### config.mk
export PLATFORM = sky130hd
export DESIGN_NAME = q2r_back
export DESIGN_NICKNAME = d
export VERILOG_FILES = /design/src/rtl/q2r_pkg.sv /design/src/rtl/q2r_back.sv
export SDC_FILE = /design/constraint.sdc
export NUM_CORES = 1
export LEC_CHECK = 0
export BUFFER_PORTS_ARGS = -buffer_cell sky130_fd_sc_hd__buf_2
export CORE_MARGIN = 1
export CORE_UTILIZATION = 55
export CTS_CLUSTER_DIAMETER = 50
export DETAILED_ROUTE_END_ITERATION = 16
export PLACE_DENSITY = 0.89
export SYNTH_ARGS = -nofsm -noshare
export SYNTH_HDL_FRONTEND = slang
export SYNTH_SLANG_ARGS = --single-unit
### constraint.sdc
create_clock -name clk -period 5.8 [get_ports clk]
set_input_delay 0.87 -clock clk [delete_from_list [all_inputs] [get_ports clk]]
set_output_delay 0.87 -clock clk [all_outputs]
set_load 0.05 [all_outputs]
### src/rtl/q2r_pkg.sv
// Shared types and constants for the quaternion to rotation matrix pipeline.
// No dependencies; every other file imports this package.
package q2r_pkg;

  localparam int OUT_W     = 16;  // Q2.14 matrix entry
  localparam int N_ENT     = 9;   // entries of the 3x3 matrix
  localparam int N_PROD    = 10;  // pairwise products
  localparam int DIV_STEPS = 16;  // one integer bit plus 15 fraction bits
  localparam int QUO_W     = 16;
  localparam int CFG_W     = 32;
  localparam int THR_FRAC  = 30;  // fraction bits of the threshold register

  localparam logic [CFG_W-1:0] THR_RESET = 32'd1074;
  localparam logic signed [OUT_W-1:0] ONE_Q14 = 16'sd16384;
  localparam logic [QUO_W-1:0] SAT_Q14 = 16'd16384;

  // Product slots
  localparam int P_WW = 0;
  localparam int P_XX = 1;
  localparam int P_YY = 2;
  localparam int P_ZZ = 3;
  localparam int P_XY = 4;
  localparam int P_WZ = 5;
  localparam int P_WY = 6;
  localparam int P_XZ = 7;
  localparam int P_YZ = 8;
  localparam int P_WX = 9;

  typedef logic signed [OUT_W-1:0] entry_t;

  typedef struct packed {
    logic             valid;
    logic             degenerate;
    logic [N_ENT-1:0] neg;
  } q2r_ctl_t;

endpackage

### src/rtl/q2r_back.sv
// Output stage: round the quotients to Q2.14, saturate at one, apply signs, substitute identity.
// Depends on q2r_pkg.
module q2r_back import q2r_pkg::*; (
  input  logic                        clk,
  input  logic                        rst,
  input  logic                        en,
  input  q2r_ctl_t                    ctl_in,
  input  logic [N_ENT-1:0][QUO_W-1:0] quo_in,
  output logic                        valid,
  output logic                        degenerate,
  output entry_t [N_ENT-1:0]          ent
);

  logic [QUO_W:0]            sum;
  logic [QUO_W-1:0]          rnd;
  entry_t [N_ENT-1:0]        ent_next;

  always_comb begin
    sum = '0;
    rnd = '0;
    for (int k = 0; k < N_ENT; k++) begin
      sum = {1'b0, quo_in[k]} + 17'd1;
      rnd = sum[QUO_W:1];
      if (rnd > SAT_Q14) begin
        rnd = SAT_Q14;
      end
      ent_next[k] = ctl_in.neg[k] ? -entry_t'(rnd) : entry_t'(rnd);
      if (ctl_in.degenerate) begin
        ent_next[k] = (k == 0 || k == 4 || k == 8) ? ONE_Q14 : '0;
      end
    end
  end

  always_ff @(posedge clk) begin
    if (rst) begin
      valid <= 1'b0;
    end else if (en) begin
      valid <= ctl_in.valid;
    end
    if (en) begin
      degenerate <= ctl_in.degenerate;
      ent        <= ent_next;
    end
  end

endmodule

==> flow_summary.yaml <==
grt:
  grt_pass1_vias: 12600
  antenna_found_initial: 13
  grt_usage_pct: 29.3
  grt_max_degree: 96
  grt_pass1_wl_mm: 61.4
  overflow: 0
clocking:
  clock_sinks: 146
  cts_resized: 0
  clockBufferDepth: 2
  clk_pin_slew_ns: 0.06
  cts_buffers: 17
  cts_tree: "done"
  clkLatencyLatePin_ns: 0.41
  post_cts_buffers: 0
  h-tree-depth: 4
  ctsHoldBuffers: 0
  cts.root.buffer_cell: "clkbuf_16"
timing:
  rsz0062_at_grt: "no"
  setup_viol_count_final: 0
  fin_ws_ns: 1.13
  finClkSkew_ns: 0
  max_freq_mhz: 214
  period_needed_ns: 4.67
  slew_headroom_pct: 27.7
  finalSetupTns_ns: 0
  worst_slew_pin_slew_ns: 1.08
  final_hold_viol_count: 0
  maxSlewViolCount: 0
  period_share_pct: 80.6
setup_path:
  crit_type: "input port to register"
  ff2ff_setup_slack_ns: 5.19
  cp-end-kind: "register"
  worstPathMaxFanout: 13
  cp.required_ns: 6.05
  cp_cell_sequence: "buf_2 > nand4_1 > nor4_1 > nand3_1 > mux2i_1 > a31oi_1 > inv_2 > nand2_1 > ha_1 > nand4_1 > o21ai_0 > a21oi_2 > a2111o_1 > a31oi_1"
  path_delay_family: "compound AO/OA/AOI/OAI gates"
  startpoint: "quo_in[82]"
  critPathCapture: "ent[90]"
  r2r_start: "valid"
  reg2reg_depth: 2
  slowest_stage: "a31oi_1"
  max_stage_delay_ns: 0.81
  worst-endpoint-arrival_ns: 4.92
  critPathLaunchType: "input port"
  rr_endpoint: "valid"
  path_buf_inv: 2
  cp_num_cells: 14
synth:
  synth_ff_type: "edfxtp_1"
  synth_top_area_cell: "edfxtp_1"
  synth_fp_nets: 1845
  ys_top_cells_by_count: "176 x nand2_1, 154 x nor2_1, 145 x edfxtp_1"
  synth_cells: 1669
  synth-async-reset-ratio_pct: 0
  synth_edf_count: 145
  ys_seq_area_share_pct: 32.3
  yosysMostFrequentCell: "nand2_1"
  synth_area_mm2: 0.0135
  netlist.area_leader.share_pct: 32.2
  synth.yosys.warnings: 0
  synth-seq-cells: 146
  synth.distinct_cells: 87
  syn_area_per_cell_um2: 8.11
  synthTopCellsByArea: "edfxtp_1 32%, xnor2_1 7.1%, nand2_1 4.9%, xor2_1 4.3%, nor2_1 4.3%"
placement:
  dp_cells: 2207
  place_congestion: 0.993
  port_buffers: 303
  dp_hpwl_mm: 29.1
  dp_slack_ns: 0.821
finish:
  layout-drive-gt1-share_pct: 19.9
  fin_nets: 2078
  syn_to_final_growth_pct: 15.9
  fin_util_pct: 64.7
  layout.cells.non_filler: 2247
floorplan:
  row_count: 57
  die-area_mm2: 0.0252
  num_io_pins: 304
  die_h_um: 159
  start_util_pct: 55.8
  core_mm2: 0.0242
  die_w_um: 159
run:
  drv_cap: 0
route:
  drc: 0
  via_count: 13900
  viasPerCell: 6.19
  drt-initial-drc-count: 1187
  wl_per_cell_um: 16.9
  routed_wirelength_mm: 38.0
  firstDrtPassIters: 6
  antenna_left: 0
power:
  p_per_area_mw_per_mm2: 218
  ir_drop_v: 0.000147
  p_leak_uw: 0.00583
hold_path:
  hold_path_class: "register to register"
status:
  status: "complete, no violations"
## kinds of logic (layout without fill, tap and decap cells)
family | count (synthesis) | count (layout) | synth area share, %
simple gates | 795 | 795 | 29.9
compound gates | 374 | 374 | 18.3
xor+xnor | 176 | 176 | 11.4
flops | 146 | 146 | 32.3
buf+inv | 125 | 370 | 3.64
mux | 35 | 35 | 2.72
fa+ha+maj | 18 | 18 | 1.66
other cells | 0 | 9 | 0
## per-stage QoR
stage / total power, µW / hold slack (ns) / cell area [µm²]
final: 3420 / 0.543 / 15700
after floorplan: 2080 / 0.733 / 13500
after global placement: 2360 / 0.473 / 15100
after global routing: 3560 / 0.593 / 15700
after CTS: 3430 / 0.546 / 15700
after detailed placement: 2380 / 0.537 / 15100
## worst reg2reg max path: cells and delay by family (launching register included)
kind	cells	cell delay, ns
flip-flops	1	0.31
multiplexers	1	0.12
AND/OR/NAND/NOR	1	0.06
## report_power, final
group | switching, µW | internal, µW
combinational | 778 | 303
sequential | 26.6 | 1270
clock | 457 | 593
total | 1260 | 2160
## area by class of cell
| cell class | instances | area (µm²) |
|---|---|---|
| diodes | 9 | 22.5 |
| clock buffers | 20 | 437 |
| clock inverters | 11 | 108 |
| fillers | 2075 | 8570 |
| inverters | 32 | 120 |
| multi-input cells | 1398 | 8660 |
| flip-flops and latches | 146 | 4370 |
| well taps | 324 | 405 |
| repair buffers | 307 | 1560 |
## layer usage
metal,wire (µm),GRT usage (%),vias up
li1,-,-,6750
met4,940,11.4,8
met2,17900,48.7,646
met1,16100,37.5,6426
met3,2910,5.43,79
met5,59,0,-
## cells in the final DEF (no fill, tap or decap), types with 8 or more instances in the layout
cell / count
a211oi_1: 17
a21oi_1: 83
a31oi_1: 34
and2_1: 21
and3_1: 52
and4_1: 11
buf_2: 301
clkbuf_16: 17
diode_2: 9
edfxtp_1: 145
ha_1: 18
inv_1: 29
mux2_2: 13
mux2i_1: 21
nand2_1: 176
nand2b_1: 28
nand3_1: 108
nand3b_1: 12
nand4_1: 48
nor2_1: 154
nor3_1: 74
nor4_1: 28
o211ai_1: 8
o21a_1: 13
o21ai_0: 78
o21ai_1: 16
o31ai_1: 12
or3_1: 32
or4_1: 13
xnor2_1: 109
xor2_1: 67
## registers in the layout, summed over array words and instances (netlist names)
signal / count
valid: 1
degenerate: 1
ent: 144
## worst min-delay path by stage
| stage | from | to | cells after the start |
|---|---|---|---|
| after floorplan | valid | valid | 2 |
| after global placement | valid | valid | 2 |
| after detailed placement | valid | valid | 2 |
| after CTS | valid | valid | 2 |
| after global routing | valid | valid | 2 |
| final | valid | valid | 2 |
(Power assumes the default switching activity.)
