**config.mk**
```make
export PLATFORM = sky130hd
export DESIGN_NAME = q2r_div_step
export DESIGN_NICKNAME = d
export VERILOG_FILES = /design/src/rtl/q2r_pkg.sv /design/src/rtl/q2r_div_step.sv
export SDC_FILE = /design/constraint.sdc
export NUM_CORES = 1
export LEC_CHECK = 0
export BUFFER_PORTS_ARGS = -buffer_cell sky130_fd_sc_hd__buf_2
export CAP_MARGIN = 40
export CORE_AREA = 5 5 380 382
export DETAILED_ROUTE_END_ITERATION = 10
export DIE_AREA = 0 0 385 387
export GPL_ROUTABILITY_DRIVEN = 0
export SETUP_SLACK_MARGIN = 0.3
export SLEW_MARGIN = 20
export SYNTH_ARGS = -nofsm -noshare
export SYNTH_HDL_FRONTEND = slang
export SYNTH_SLANG_ARGS = --single-unit
```
**constraint.sdc**
```tcl
create_clock -name clk -period 5.9 [get_ports clk]
set_clock_uncertainty 0.05 [all_clocks]
set_input_delay 1.77 -clock clk [delete_from_list [all_inputs] [get_ports clk]]
set_output_delay 1.77 -clock clk [all_outputs]
set_load 0.02 [all_outputs]
```
**src/rtl/q2r_pkg.sv**
```systemverilog
// Shared types and constants for the quaternion to rotation matrix pipeline.
// No dependencies; every other file imports this package.
package q2r_pkg;

  localparam int OUT_W     = 16;  // Q2.14 matrix entry
  localparam int N_ENT     = 9;   // entries of the 3x3 matrix
  localparam int N_PROD    = 10;  // pairwise products
  localparam int DIV_STEPS = 16;  // one integer bit plus 15 fraction bits
  localparam int QUO_W     = 16;
  localparam int CFG_W     = 32;
  localparam int THR_FRAC  = 30;  // fraction bits of the threshold register

  localparam logic [CFG_W-1:0] THR_RESET = 32'd1074;
  localparam logic signed [OUT_W-1:0] ONE_Q14 = 16'sd16384;
  localparam logic [QUO_W-1:0] SAT_Q14 = 16'd16384;

  // Product slots
  localparam int P_WW = 0;
  localparam int P_XX = 1;
  localparam int P_YY = 2;
  localparam int P_ZZ = 3;
  localparam int P_XY = 4;
  localparam int P_WZ = 5;
  localparam int P_WY = 6;
  localparam int P_XZ = 7;
  localparam int P_YZ = 8;
  localparam int P_WX = 9;

  typedef logic signed [OUT_W-1:0] entry_t;

  typedef struct packed {
    logic             valid;
    logic             degenerate;
    logic [N_ENT-1:0] neg;
  } q2r_ctl_t;

endpackage

```
**src/rtl/q2r_div_step.sv**
```systemverilog
// One restoring division step for all nine entries: one quotient bit per stage.
// Depends on q2r_pkg.
module q2r_div_step import q2r_pkg::*; #(
  parameter int COMPONENT_BITS = 16,
  parameter int STEP = 0,
  localparam int NW = 2 * COMPONENT_BITS + 1
) (
  input  logic                        clk,
  input  logic                        rst,
  input  logic                        en,
  input  q2r_ctl_t                    ctl_in,
  input  logic [NW-1:0]               norm_in,
  input  logic [N_ENT-1:0][NW-1:0]    rem_in,
  input  logic [N_ENT-1:0][QUO_W-1:0] quo_in,
  output q2r_ctl_t                    ctl,
  output logic [NW-1:0]               norm,
  output logic [N_ENT-1:0][NW-1:0]    rem,
  output logic [N_ENT-1:0][QUO_W-1:0] quo
);

  localparam int RW = NW + 1;

  logic [RW-1:0]             trial;
  logic [RW-1:0]             diff;
  logic [N_ENT-1:0]          ge;
  logic [N_ENT-1:0][NW-1:0]  rem_next;

  // The first step yields the integer bit, the rest shift then subtract
  always_comb begin
    trial = '0;
    diff  = '0;
    for (int k = 0; k < N_ENT; k++) begin
      trial       = (STEP == 0) ? {1'b0, rem_in[k]} : {rem_in[k], 1'b0};
      diff        = trial - {1'b0, norm_in};
      ge[k]       = trial >= {1'b0, norm_in};
      rem_next[k] = ge[k] ? diff[NW-1:0] : trial[NW-1:0];
    end
  end

  always_ff @(posedge clk) begin
    if (rst) begin
      ctl.valid <= 1'b0;
    end else if (en) begin
      ctl.valid <= ctl_in.valid;
    end
    if (en) begin
      ctl.degenerate <= ctl_in.degenerate;
      ctl.neg        <= ctl_in.neg;
      norm           <= norm_in;
      rem            <= rem_next;
      for (int k = 0; k < N_ENT; k++) begin
        quo[k] <= {quo_in[k][QUO_W-2:0], ge[k]};
      end
    end
  end

endmodule

```
==> key figures <==
Cells and area
  • Fraction of layout cells with a size suffix above 1: 29.74%
  • Fin nets: 5227
  • Fill count: 14547
  • Syn-to-layout area delta: 28.74%

Route
  • Antenna Nets Post-Route: 0
  • DR WL/cell: 24.77 um
  • DRC: 0
  • Total Wirelength: 158800 um
  • Routed via count: 32218
  • Detailed-router iteration count before antenna repair: 8
  • Vias per cell: 5.025
  • DRT iter0 DRCs: 2479

Power
  • Max VDD drop: 0.2574 mV
  • Comb pwr share: 33.1%
  • PwrDens: 277.7 nW/um^2
  • Pleak: 19.31 nW
  • PnR Total Power: 12.37 mW
  • Switching part of the total power: 35.23%
  • Internal: 8.015 mW
  • Clock network fraction of total power: 30.6%
  • Reg power frac: 36.3%
  • Net Sw Power: 4.359 mW

Global route
  • Global route overflow: 0
  • Initial antenna violation count: 72
  • GRT Resource Usage Total: 20.13%
  • Largest net degree at the start of global routing: 98
  • Number of global-route vias before repair: 30764
  • First-pass GRT wire length: 218100 um

Clocking
  • Clock sink count: 485
  • CTS Hold Bufs: 0
  • Clk_lat worst skew: 670 ps
  • TritonCTS clock tree: done
  • Post-CTS Resized: 0
  • Setup bufs post-CTS: 0
  • Clk Tree Root Cell: clkbuf_16
  • Max Root-Sink Buffers: 3
  • Num CTS Buffers: 61
  • CTS H-tree depth: 2
  • Reg clk slew, reported paths: 60 ps

Timing
  • Post-layout min period: 4845 ps
  • Slew Limit Headroom: 42.57%
  • RSZ-0062 raised after global routing: false
  • Period utilization: 82.12%
  • Hold_ws: 468.8 ps
  • Max Freq: 206.4 MHz
  • Final setup vio count: 0
  • Max Slew Vio Count: 0
  • Final Worst Setup Slack: 1055 ps
  • Final Hold Vio Count: 0
  • Worst-Margin Slew: 861.4 ps
  • Sum Neg Setup Slack: 0 ps

Critical path
  • Crit path DAT: 5210 ps
  • Worst setup EP type: flip-flop
  • Cell count of the worst reg-to-reg path: 2
  • Worst setup startpoint: norm_in[15]
  • Worst setup path endpoint: rem[30]
  • RR Endpoint: ctl[10]
  • Crit Path Category: in -> reg
  • Critical R2R Launch: ctl[10]
  • Crit start category: input pin
  • CP max FO: 25
  • Worst R2R Setup Slack: 5250 ps
  • Req. time, crit path: 6270 ps

Synthesis
  • Mapped Area: 34620 sq um
  • Post-synthesis sequential area ratio: 42.04%
  • Mean Syn Cell Area: 10.13 sq um
  • Post-synth net total: 4212
  • FFs w/ async S/R, synth: 0%
  • Yosys warning total: 0
  • Post-synth top flop: edfxtp_1
  • Post-Syn Instances: 3418
  • #FFs+latches synth: 485
  • Post-synthesis cell type count: 93
  • EDFF count, synth: 484

Floorplan
  • Chip Width: 385 um
  • Num ports: 973
  • Die Y: 387 um
  • Die Area: 149000 sq um
  • Initial core utilization: 24.60%
  • Core ar.: 140700 sq um
  • FP Rows: 138

Run status
  • Status: finished, final reports clean

Flow run
  • Maxcap violations: 0

Place
  • Port buffer count: 963
  • Setup WS pre-CTS: 432.8 ps
  • HPWL after DPL: 128500 um

Worst hold path
  • Hold WC Path Type: reg -> reg
layer usage:
layer	routed length [um]	global-route usage (%)	up-vias
li1	-	-	15042
met4	9963	11.21	16
met3	14920	5.459	352
met5	114	0	-
met1	60190	23.51	15239
met2	73640	33.33	1569
flip-flops by register name, summed over array words and instances (netlist names):
| name | count |
|---|---|
| ctl | 11 |
| norm | 33 |
| quo | 144 |
| rem | 297 |
cells in the mapped netlist, types with 42 or more instances:
cell type / n / area [sq um]
o21a_1: 47 / 352.8
xor2_1: 84 / 735.7
xnor2_1: 145 / 1270
a21o_1: 158 / 1186
nor3_1: 58 / 290.3
mux2_4: 42 / 630.6
edfxtp_1: 484 / 14530
a21oi_1: 368 / 1842
nor2_1: 259 / 972.2
o21ai_0: 196 / 980.9
nand2_1: 226 / 848.3
nand4_1: 69 / 431.7
ha_1: 297 / 3716
nand3_1: 89 / 445.4
inv_1: 128 / 480.5
mux2_2: 57 / 641.9
clkbuf_1: 81 / 304.0
critical path, cell delays in order:
cell     delay, ps
buf_2          110
inv_1          460
buf_4          360
ha_1           370
and3_1         330
nand2_1         70
nor2_1         170
nand4_1        140
nand4_1        190
a31oi_1        100
buf_4          160
o31ai_4        240
buf_4          330
mux2_2         380
cell usage in the layout, fill, tap and decap left out, types with 42 or more instances in the layout:
cell,n
nor3_1,58
nand2_1,226
mux2_2,57
ha_1,297
buf_2,962
clkbuf_16,61
nand4_1,69
buf_4,86
o21ai_0,196
inv_1,128
nand3_1,89
edfxtp_1,484
nor2_1,259
xor2_1,84
o21a_1,47
a21o_1,158
xnor2_1,145
a21oi_1,367
mux2_4,42
power groups by stage:
stage	combinational (mW)	clock [mW]	sequential [mW]
finish	4.09	3.79	4.49
global route	4.41	4.05	4.52
CTS	4.09	3.91	4.50
detailed placement	4.07	0	4.57
global placement	4.04	0	4.57
floorplan	2.00	0	5.03
layout make-up:
class                   instances  area, sq um  area share [%]
flip-flops and latches        485        14550           32.66
clock buffers                  67         1549           3.476
diodes                         40        100.1          0.2246
well taps                    1890         2365           5.307
multi-input cells            2672        18930           42.48
clock inverters                45        451.7           1.014
inverters                     133        501.7           1.126
repair buffers               1080         6111           13.71
worst min-delay path by stage:
stage	endpoint	start	slack, ps	cells past startpoint
2_1_floorplan	ctl[10]	ctl[10]	530	2
3_3_place_gp	ctl[10]	ctl[10]	440	2
3_5_place_dp	ctl[10]	ctl[10]	450	2
4_1_cts	ctl[10]	ctl[10]	470	2
5_1_grt	ctl[10]	ctl[10]	540	2
6_report	ctl[10]	ctl[10]	470	2
cells by family (layout without fill, tap and decap cells):
| group | count (synthesis) | in the layout | share of synthesized area (%) |
|---|---|---|---|
| adders and majority gates | 306 | 306 | 11.26 |
| muxes | 129 | 129 | 4.619 |
| other | 0 | 40 | 0 |
| and+or+nand+nor | 928 | 928 | 13.11 |
| xor gates and xnor gates | 229 | 229 | 5.794 |
| AOI/OAI and AO/OA | 1080 | 1080 | 19.85 |
| DFF | 485 | 485 | 42.04 |
| buffers and inverters | 261 | 1325 | 3.329 |
through the flow:
step	instance area (sq um)	util, %	cells
after CTS	44460	31.60	6372
after global routing	44540	31.65	6402
after detailed placement	42460	30.17	6260
after global placement	42410	30.14	6258
after floorplan	34620	-	3418
final	44560	31.67	6412
Power figures use the tool's default switching activity.
